===== config.mk =====
export PLATFORM = sky130hd
export DESIGN_NAME = awn_map
export DESIGN_NICKNAME = d
export VERILOG_FILES = /design/src/hdl/awn_pkg.sv /design/src/hdl/awn_map.sv
export SDC_FILE = /design/constraint.sdc
export NUM_CORES = 1
export LEC_CHECK = 0
export BUFFER_PORTS_ARGS = -buffer_cell sky130_fd_sc_hd__buf_4
export CAP_MARGIN = 20
export CELL_PAD_IN_SITES_DETAIL_PLACEMENT = 0
export CELL_PAD_IN_SITES_GLOBAL_PLACEMENT = 1
export CORE_MARGIN = 2
export CORE_UTILIZATION = 44
export DETAILED_ROUTE_END_ITERATION = 16
export PLACE_DENSITY = 0.78
export SETUP_SLACK_MARGIN = 0.15
export SLEW_MARGIN = 20
export SYNTH_ARGS = -nofsm -noshare
export SYNTH_HDL_FRONTEND = slang
export SYNTH_SLANG_ARGS = --single-unit

===== constraint.sdc =====
create_clock -name clk -period 6.2 [get_ports clk]
set_clock_uncertainty 0.1 [all_clocks]
set_input_delay 0.62 -clock clk [delete_from_list [all_inputs] [get_ports clk]]
set_output_delay 0.62 -clock clk [all_outputs]
set_load 0.01 [all_outputs]

===== src/hdl/awn_pkg.sv =====
`timescale 1ns / 1ps
package awn_pkg;

  localparam int DEF_MAX_WIDTH  = 256;
  localparam int DEF_MAX_HEIGHT = 256;

  localparam int COEF_W  = 16;
  localparam int CRD_W   = 10;
  localparam int SIZE_W  = 9;
  localparam int SHIFT_W = 11;
  localparam int PROD_W  = 2 * COEF_W;
  localparam int DET_W   = PROD_W + 1;
  localparam int DMAG_W  = PROD_W;
  localparam int SHDET_W = SHIFT_W + DET_W;
  localparam int NUM_W   = SHDET_W + 2;
  localparam int CH_W    = 8;
  localparam int PIX_W   = 3 * CH_W;
  localparam int CFG_W   = 16;
  localparam int FRAC_W  = 12;

  // map stages: products, difference, numerator
  localparam int MAP_LAT = 3;

  localparam logic [SIZE_W-1:0]  RST_FRAME_WIDTH  = 9'd256;
  localparam logic [SIZE_W-1:0]  RST_FRAME_HEIGHT = 9'd256;
  localparam logic [COEF_W-1:0]  RST_COEF_A       = 16'sd4096;
  localparam logic [COEF_W-1:0]  RST_COEF_B       = 16'sd0;
  localparam logic [COEF_W-1:0]  RST_COEF_C       = 16'sd0;
  localparam logic [COEF_W-1:0]  RST_COEF_D       = 16'sd4096;
  localparam logic [SHIFT_W-1:0] RST_SHIFT_X      = 11'sd30;
  localparam logic [SHIFT_W-1:0] RST_SHIFT_Y      = -11'sd30;

  localparam logic REQ_LOAD  = 1'b0;
  localparam logic REQ_QUERY = 1'b1;

  typedef enum logic [2:0] {
    REG_FRAME_WIDTH  = 3'd0,
    REG_FRAME_HEIGHT = 3'd1,
    REG_COEF_A       = 3'd2,
    REG_COEF_B       = 3'd3,
    REG_COEF_C       = 3'd4,
    REG_COEF_D       = 3'd5,
    REG_SHIFT_X      = 3'd6,
    REG_SHIFT_Y      = 3'd7
  } reg_idx_t;

  // determinant as sign and magnitude, for the divider
  typedef struct packed {
    logic              neg;
    logic [DMAG_W-1:0] mag;
  } det_t;

endpackage


===== src/hdl/awn_map.sv =====
`timescale 1ns / 1ps
// numerator p*u - q*v, scaled by 4096, minus shift*det
module awn_map (
  input  logic                               clk,
  input  logic                               en,
  input  logic [awn_pkg::CRD_W-1:0]          u,
  input  logic [awn_pkg::CRD_W-1:0]          v,
  input  logic signed [awn_pkg::COEF_W-1:0]  p,
  input  logic signed [awn_pkg::COEF_W-1:0]  q,
  input  logic signed [awn_pkg::SHDET_W-1:0] shdet,
  output logic signed [awn_pkg::NUM_W-1:0]   num
);
  import awn_pkg::*;

  localparam int PU_W = COEF_W + CRD_W + 1;

  logic signed [PU_W-1:0] pu;
  logic signed [PU_W-1:0] qv;
  logic signed [PU_W:0]   n;

  always_ff @(posedge clk) begin
    if (en) begin
      pu  <= p * $signed({1'b0, u});
      qv  <= q * $signed({1'b0, v});
      n   <= (PU_W+1)'(pu) - (PU_W+1)'(qv);
      num <= (NUM_W'(n) <<< FRAC_W) - NUM_W'(shdet);
    end
  end

endmodule


==> run summary <==
Flop pwr share: 16.8%
Switching Share: 46.31%
Worst VDD drop: 0.3327 mV
Sw Pwr: 5494 uW
Worst r2r src: qv[0]$_DFFE_PP_
Sequential fraction of the synthesis area: 19.55%
RSZ-0062 raised after global routing: no
Layout Nets: 2767
GRT Residual Overflow: 0
Gates resized, CTS repair: 0
R2R Path End: n[26]$_DFFE_PP_
Data arrival, critical path: 5.74 ns
Gpl congestion: 0.8507
Cells after Synth: 2082
Area grow syn2layout: 11.55%
Critical path origin: u[2]
Ys async rst share: 0%
Leading area contributor after synthesis: fa_1
Total global-route track usage: 18.64%
Depth of the most critical reg-to-reg path: 10
Clock Path Buffers: 2
Clock sinks: 127
Yosys warns: 0
Syn Std Cell Area: 19510 sq um
Root Driver: clkbuf_16
Antenna cell count: 0
Vias post-DR: 14150
Final TNS setup: 0 ns
Final setup margin: 0.5303 ns
Final ANT Viol Nets: 0
Detailed Routing Iterations Pass 1: 7
Layout Cells excl Fill: 2801
Final Critical Period: 5.670 ns
Worst skew pair latency: 0.42 ns
# rows: 77
HP Class: in -> reg
Maximum clock frequency: 0.1764 GHz
Synth cell types: 73
R2R setup slack: 2.71 ns
Register Area: 3814 sq um
Slew headroom: 56.14%
CTS H-tree depth: 4
Critical path class: in -> reg
Worst-path clk slew: 0.06 ns
First-pass GRT wire length: 70640 um
Least-Margin Pin Slew: 0.6511 ns
Design Power: 11860 uW
Crit Path Max Fanout: 16
Die H: 214.6 um
Vias in the first global route: 14960
Pwr Density: 545.1 nW/um^2
Clk network pwr share: 8.2%
Final Util: 49.43%
Fin. Hold Viols: 0
Crit path to: pu[25]$_DFFE_PP_
Postcts setup bufs: 0
Cts-stage hold buffer count: 0
Die Area: 46040 sq um
Largest net degree at the start of global routing: 85
# port buffers: 143
Die Wd: 214.6 um
Setup-failing EPs final: 0
Critical Path Source Type: primary input
Synthesized Nets: 2653
Most frequent cells in the layout: inv_1 (479), fa_1 (291), nand2_1 (216)
Starting DRC count in detailed routing: 770
Comb power frac: 74.9%
Top FF cell, synth: edfxtp_1
I/O pin cnt: 144
Initial antenna violation count: 0
Static Leak: 0.01068 uW
Placed insts: 2768
Detail-routed via count per cell: 5.050
Post-Place Worst Slack: 0.1131 ns
Final wirelength: 41000 um
Max Cap Viol: 0
# fillers: 4156
Layout cells sized above 1: 9.099%
Slew Limit Fails: 0
#FFs+latches synth: 127
CTS tree: built
CTS Buf Count: 17
DRC Markers: 0
WP data required: 6.27 ns
WL/cell: 14.64 um
Mean Syn Cell Area: 9.371 sq um
Post-synth top area share: 29.86%
Commonest non-fill, non-tap cell in the layout: inv_1
Internal: 6369 uW
Setup crit end kind: register
Initial Util: 44.31%
Multi-input logic area: 13680 sq um
Largest cells by area after synthesis: fa_1 (30%), edfxtp_1 (20%), ha_1 (12%), inv_1 (9.2%), and2_1 (4.8%)
Final period utilization: 91.45%
Post-synth EDFFs: 127
Post-DP HPWL: 34490 um
Status: completed
Core area: 44030 sq um
[flip-flops by register name, summed over array words and instances (netlist names)]
register and cells:
n 28, num 45, pu 27, qv 27
[routing by layer]
| metal | global-route usage, % | vias up | part of all wire (%) |
|---|---|---|---|
| met3 | 1.972 | 49 | 3.3 |
| met1 | 23.95 | 6999 | 43 |
| li1 | - | 6827 | - |
| met5 | 0 | - | 0 |
| met4 | 4.676 | 0 | 2.2 |
| met2 | 33.61 | 271 | 51 |
[worst min-delay path by stage]
| stage | startpoint | end | depth (start not counted) |
|---|---|---|---|
| floorplan | qv[0]$_DFFE_PP_ | n[0]$_DFFE_PP_ | 2 |
| global placement | qv[0]$_DFFE_PP_ | n[0]$_DFFE_PP_ | 2 |
| detailed placement | qv[0]$_DFFE_PP_ | n[0]$_DFFE_PP_ | 2 |
| CTS | shdet[0] | num[0]$_DFFE_PP_ | 1 |
| global route | shdet[0] | num[0]$_DFFE_PP_ | 1 |
| finish | shdet[0] | num[0]$_DFFE_PP_ | 1 |
[cells in the mapped netlist (3+ instances only)]
cell type / count
a211o_1: 5
o211ai_1: 9
nand2b_1: 6
clkbuf_1: 49
xnor2_1: 84
a21boi_0: 3
nor3b_1: 3
ha_1: 182
and2_1: 149
a41oi_1: 3
and3_1: 12
o21ai_0: 46
a221o_1: 3
and4_1: 3
o21a_1: 24
nor4_1: 4
fa_1: 291
o21bai_1: 7
nor3_1: 23
o31a_1: 7
nand2_1: 216
or2_2: 4
nor2b_1: 15
inv_1: 479
or3_1: 6
a21oi_1: 84
a22oi_1: 3
nor2_1: 72
buf_1: 5
a2111oi_0: 7
a211oi_1: 7
a31oi_1: 8
nand3_1: 23
xor2_1: 19
a21o_1: 30
o2111ai_1: 3
nand4_1: 10
edfxtp_1: 127
a31o_2: 4
o31ai_1: 5
[critical path, stage by stage]
cell and delay [ns]:
buf_4 0.18, nand2_1 0.10, fa_1 0.54, inv_1 0.05, fa_1 0.49, inv_1 0.06
fa_1 0.55, fa_1 0.43, fa_1 0.49, inv_1 0.04, ha_1 0.32, a211o_1 0.33
or2_2 0.29, o22a_1 0.23, a21oi_1 0.20, a31oi_1 0.17, o21ai_0 0.31, o21ai_0 0.16
xor2_1 0.16
[cell families after synthesis]
| family | share of synthesized area [%] |
|---|---|
| flops | 19.55 |
| mux | 0.1026 |
| compound gates | 9.889 |
| simple gates | 13.99 |
| xor+xnor | 4.624 |
| fa+ha+maj | 41.53 |
| buf+inv | 10.32 |
[final cells by class]
type | instances | share of cell area (%)
clock inverter | 15 | 0.6841
timing repair buffer | 151 | 5.300
sequential | 127 | 17.52
tap | 592 | 3.403
inverter | 479 | 8.261
multi-input combinational | 1420 | 62.87
clock buffer | 17 | 1.955
[power groups by stage]
stage	combinational [uW]	sequential (uW)	clock, uW
finish	8890	2000	977
CTS	9000	2000	996
global route	10200	2030	1040
floorplan	6800	2020	0
global placement	8810	2010	0
detailed placement	8940	2020	0
[through the flow]
step | area [sq um] | hold WS, ns
2_1_floorplan | 19510 | 0.5067
3_3_place_gp | 21160 | 0.5215
3_5_place_dp | 21160 | 0.5176
4_1_cts | 21740 | 0.2941
5_1_grt | 21760 | 0.2947
6_report | 21760 | 0.3051
Note: power is estimated with default switching activity, not from simulation.
