==> config.mk <==
export PLATFORM = sky130hd
export DESIGN_NAME = awn_div
export DESIGN_NICKNAME = d
export VERILOG_FILES = /design/src/hdl/awn_pkg.sv /design/src/hdl/awn_div.sv
export SDC_FILE = /design/constraint.sdc
export NUM_CORES = 1
export LEC_CHECK = 0
export ABC_CLOCK_PERIOD_IN_PS = 4700
export BUFFER_PORTS_ARGS = -buffer_cell sky130_fd_sc_hd__clkbuf_2
export CAP_MARGIN = 20
export CORE_MARGIN = 5
export CORE_UTILIZATION = 25
export DETAILED_ROUTE_END_ITERATION = 10
export SETUP_SLACK_MARGIN = 0.4
export SKIP_LAST_GASP = 1
export SYNTH_ARGS = -nofsm -noshare
export SYNTH_HDL_FRONTEND = slang
export SYNTH_SLANG_ARGS = --single-unit
==> constraint.sdc <==
create_clock -name clk -period 4.7 [get_ports clk]
set_clock_uncertainty 0.05 [all_clocks]
set_input_delay 0.47 -clock clk [delete_from_list [all_inputs] [get_ports clk]]
set_output_delay 0.47 -clock clk [all_outputs]
set_load 0.005 [all_outputs]
==> src/hdl/awn_pkg.sv <==
`timescale 1ns / 1ps
package awn_pkg;

  localparam int DEF_MAX_WIDTH  = 256;
  localparam int DEF_MAX_HEIGHT = 256;

  localparam int COEF_W  = 16;
  localparam int CRD_W   = 10;
  localparam int SIZE_W  = 9;
  localparam int SHIFT_W = 11;
  localparam int PROD_W  = 2 * COEF_W;
  localparam int DET_W   = PROD_W + 1;
  localparam int DMAG_W  = PROD_W;
  localparam int SHDET_W = SHIFT_W + DET_W;
  localparam int NUM_W   = SHDET_W + 2;
  localparam int CH_W    = 8;
  localparam int PIX_W   = 3 * CH_W;
  localparam int CFG_W   = 16;
  localparam int FRAC_W  = 12;

  // map stages: products, difference, numerator
  localparam int MAP_LAT = 3;

  localparam logic [SIZE_W-1:0]  RST_FRAME_WIDTH  = 9'd256;
  localparam logic [SIZE_W-1:0]  RST_FRAME_HEIGHT = 9'd256;
  localparam logic [COEF_W-1:0]  RST_COEF_A       = 16'sd4096;
  localparam logic [COEF_W-1:0]  RST_COEF_B       = 16'sd0;
  localparam logic [COEF_W-1:0]  RST_COEF_C       = 16'sd0;
  localparam logic [COEF_W-1:0]  RST_COEF_D       = 16'sd4096;
  localparam logic [SHIFT_W-1:0] RST_SHIFT_X      = 11'sd30;
  localparam logic [SHIFT_W-1:0] RST_SHIFT_Y      = -11'sd30;

  localparam logic REQ_LOAD  = 1'b0;
  localparam logic REQ_QUERY = 1'b1;

  typedef enum logic [2:0] {
    REG_FRAME_WIDTH  = 3'd0,
    REG_FRAME_HEIGHT = 3'd1,
    REG_COEF_A       = 3'd2,
    REG_COEF_B       = 3'd3,
    REG_COEF_C       = 3'd4,
    REG_COEF_D       = 3'd5,
    REG_SHIFT_X      = 3'd6,
    REG_SHIFT_Y      = 3'd7
  } reg_idx_t;

  // determinant as sign and magnitude, for the divider
  typedef struct packed {
    logic              neg;
    logic [DMAG_W-1:0] mag;
  } det_t;

endpackage

==> src/hdl/awn_div.sv <==
`timescale 1ns / 1ps
// restoring divider, one quotient bit per stage; quotient limited to QW bits
module awn_div #(
  parameter int QW = 8
) (
  input  logic                             clk,
  input  logic                             en,
  input  logic signed [awn_pkg::NUM_W-1:0] num,
  input  awn_pkg::det_t                    dv,
  output logic [QW-1:0]                    quo,
  output logic                             ovf,
  output logic                             neg
);
  import awn_pkg::*;

  logic [NUM_W-1:0] mag;
  logic             neg_a;
  logic [NUM_W-1:0] rem  [QW];
  logic [QW-1:0]    qq   [QW];
  logic             ov   [QW];
  logic             ng   [QW];
  logic             ge   [QW];
  logic [NUM_W-1:0] diff [QW];

  always_comb begin
    for (int k = 0; k < QW; k++) begin
      ge[k]   = rem[k] >= (NUM_W'(dv.mag) << (QW - 1 - k));
      diff[k] = rem[k] - (NUM_W'(dv.mag) << (QW - 1 - k));
    end
  end

  always_ff @(posedge clk) begin
    if (en) begin
      mag    <= num[NUM_W-1] ? NUM_W'(-num) : NUM_W'(num);
      neg_a  <= num[NUM_W-1] ^ dv.neg;
      // zero det also lands here: everything is >= 0
      ov[0]  <= mag >= (NUM_W'(dv.mag) << QW);
      ng[0]  <= neg_a;
      rem[0] <= mag;
      qq[0]  <= '0;
      for (int k = 0; k < QW - 1; k++) begin
        rem[k+1] <= ge[k] ? diff[k] : rem[k];
        qq[k+1]  <= qq[k] | (QW'(ge[k]) << (QW - 1 - k));
        ov[k+1]  <= ov[k];
        ng[k+1]  <= ng[k];
      end
      quo <= qq[QW-1] | QW'(ge[QW-1]);
      ovf <= ov[QW-1];
      neg <= ng[QW-1];
    end
  end

endmodule

==> flow_summary.ini <==
[status]
outcome = finished, final reports clean

[yosys]
synthArstFlopShare_pct = 0
syn_area_um2 = 32400
ys_types = 83
yosys-top-cells-area = edfxtp_1, ha_1, o21ai_0
yosysWarnings = 0
ys_ff_latch = 469
yosysSeqAreaShare_pct = 43.47
synth_top_area_share_pct = 43.47
synthFlopType = edfxtp_1
syn_inst = 3270
syn-num-nets = 3647
synth_edf_count = 469
yosysTopAreaCell = edfxtp_1
synth.avg_cell_area_um2 = 9.909

[grt]
grt_pass1_wl_um = 132400
grt_pass1_vias = 25000
grt_max_degree = 85
antenna_found_initial = 0
overflow = 0
grt.total_usage_pct = 11.89

[cells_and_area]
drive_above_1_share_pct = 9.681
fillCellCount = 13530
final_util_pct = 28.98
final_cell_area_um2 = 37430
syn_to_final_growth_pct = 15.52
nets = 3781

[critical_path]
r2r.worst_path.cells = 12
path_cells = ha_1, nand4_1, nor4_1, buf_4, o221a_2, nor4_1, o21ai_0, o21ai_0, o211a_2, or2_1, nor4_1, xor2_1
arrival_ps = 4340
crit_path_max_incr_delay_ps = 550
cp_max_fo = 15
cpMaxStageDelayCell = nor4_1
crit_top_cell = nor4_1
critical_path_required_ps = 4980
crit_type = flip-flop to flip-flop
start_kind = flip-flop
endpoint_kind = flip-flop

[detailed_routing]
wl_um = 83020
antenna_left = 0
initialDrtViolationCount = 1851
first_pass_iters = 6
viasPerCell = 4.814
drc_errors = 0
wire_per_inst_um = 15.99
vias = 25000

[clock_tree]
clk-insertion-delay-late_ps = 660
clock_sinks = 469
cts_made_buffers = 56
cts_htree_levels = 2
clock_path_buffers = 3
cts_tree = done
clk_pin_slew_ps = 60
cts-root-buf = clkbuf_16

[die]
start_util_pct = 25.09
rows = 132
die_h_um = 370.0
dieArea_um2 = 136900
coreArea_um2 = 129200
fp.dieW_um = 370.0
ios = 91

[timing]
slew_headroom_pct = 36.03
worstMarginPinSlew_ps = 959.5
slew_violations = 0
period_needed_ps = 4058
period_share_pct = 86.34
setup_viol = 0
tns_ps = 0
fmax_mhz = 246.4
rsz0062_at_grt = no
hold_viol = 0

[placement]
gp_congestion = 0.9193
io_buffers = 90
hpwl_um = 65900
placed_cell_area_um2 = 35520

[pwr]
power_density_nw_per_um2 = 514.6
p_leak_nw = 14.13
vdd_drop_max_v = 0.0003090
fin_total_pwr_w = 0.01926

[min_path]
min_path_type = primary input to flip-flop
hold-path-cell-count = 2

[flow_run]
cap_violations = 0
-- logic make-up (layout without fill, tap and decap cells) --
| family | after synthesis | count (layout) | synth area share, % |
|---|---|---|---|
| adder cells (fa/ha/maj) | 296 | 296 | 11.59 |
| flip-flops | 469 | 469 | 43.47 |
| other | 0 | 1 | 0 |
| multiplexers | 18 | 18 | 0.6140 |
| buffers and inverters | 222 | 402 | 2.583 |
| AND/OR/NAND/NOR | 971 | 971 | 14.46 |
| AO/OA/AOI/OAI | 985 | 985 | 18.93 |
| XOR/XNOR | 309 | 309 | 8.353 |
-- sequential cells by signal, summed over array words and instances (netlist names) --
register / flops
ng: 8
qq: 28
neg_a: 1
ov: 8
ovf: 1
neg: 1
mag: 46
rem: 368
quo: 8
-- metrics by stage --
step	cells	setup WS [ps]	hold slack (ps)
global route	5192	423.4	41.26
floorplan	3270	743.7	350.3
global placement	5087	245.1	350.5
finish	5193	642.0	58.92
CTS	5192	530.3	7.102
detailed placement	5087	181.0	354.5
-- synthesized netlist by cell type, drive strengths merged, types with 8 or more instances --
| library cell | count |
|---|---|
| o41ai | 8 |
| clkbuf | 103 |
| inv | 111 |
| buf | 8 |
| nand2b | 40 |
| nor3 | 63 |
| and3 | 22 |
| a211oi | 14 |
| edfxtp | 469 |
| nand4 | 59 |
| a21o | 151 |
| nor2b | 33 |
| or4 | 18 |
| xor2 | 125 |
| o31ai | 35 |
| o21a | 22 |
| o21bai | 41 |
| or2 | 13 |
| o21ai | 328 |
| nand3 | 58 |
| nor4 | 43 |
| nand2 | 408 |
| or3 | 20 |
| a21oi | 231 |
| mux2 | 15 |
| a21boi | 12 |
| nor2 | 143 |
| o211ai | 19 |
| xnor2 | 184 |
| and2 | 18 |
| a31oi | 34 |
| ha | 289 |
-- cells in the final DEF (no fill, tap or decap), types with 59 or more instances in the layout --
master / count
clkbuf_2: 89
a21oi_1: 231
edfxtp_1: 469
xor2_1: 125
nor2_1: 142
nand4_1: 59
ha_1: 289
inv_1: 110
nor3_1: 61
xnor2_1: 184
buf_4: 86
nand2_1: 408
o21ai_0: 322
a21o_1: 151
-- per-layer routing --
metal / GRT usage [%] / up-vias / wire (um)
met1: 15.89 / 11660 / 38180
met2: 19.92 / 632 / 38010
met4: 4.265 / 0 / 3059
met3: 1.363 / 162 / 3773
met5: 0 / - / 0
li1: - / 12550 / -
-- critical path, delay by kind of cell, from the launching register on --
kind / cells / cell delay (ps)
AO/OA/AOI/OAI: 4 / 1030
XOR/XNOR: 1 / 140
adder cells (fa/ha/maj): 1 / 430
buffers and inverters: 1 / 200
flip-flops: 1 / 420
AND/OR/NAND/NOR: 5 / 1470
-- repair_timing --
action,in CTS,in global routing
hold endpoints to repair,1,0
hold buffers,1,0
gates resized for setup,0,5
buffers inserted,0,0
endpoints found under the setup margin,0,21
-- final timing paths --
| kind | from | endpoint | slack (ps) |
|---|---|---|---|
| worst max-delay path | rem[0][155] | rem[1][39] | 640 |
| worst min-delay path | num[28] | mag[28] | 60 |
| worst max register to register | rem[0][155] | rem[1][39] | 640 |
| worst min register to register | ng[3] | ng[4] | 370 |
-- power by group --
| group | internal, W | leakage (nW) | switching, W | total (W) |
|---|---|---|---|---|
| sequential | 0.00614 | 4.53 | 0.000629 | 0.00677 |
| combinational | 0.00343 | 8.70 | 0.00465 | 0.00808 |
| clock | 0.00254 | 0.901 | 0.00187 | 0.00441 |
| total | 0.0121 | 14.1 | 0.00715 | 0.0193 |
-- layout make-up --
| cell class | instances | area, um2 | share of cell area, % |
|---|---|---|---|
| Antenna cell | 1 | 2.502 | 0.006686 |
| Clock buffer | 61 | 1420 | 3.794 |
| Clock inverter | 43 | 461.7 | 1.234 |
| Inverter | 111 | 416.7 | 1.113 |
| Multi-Input combinational cell | 2579 | 17560 | 46.91 |
| Sequential cell | 469 | 14080 | 37.63 |
| Tap cell | 1742 | 2180 | 5.823 |
| Timing Repair Buffer | 187 | 1308 | 3.493 |
Note: power is estimated with default switching activity, not from simulation.
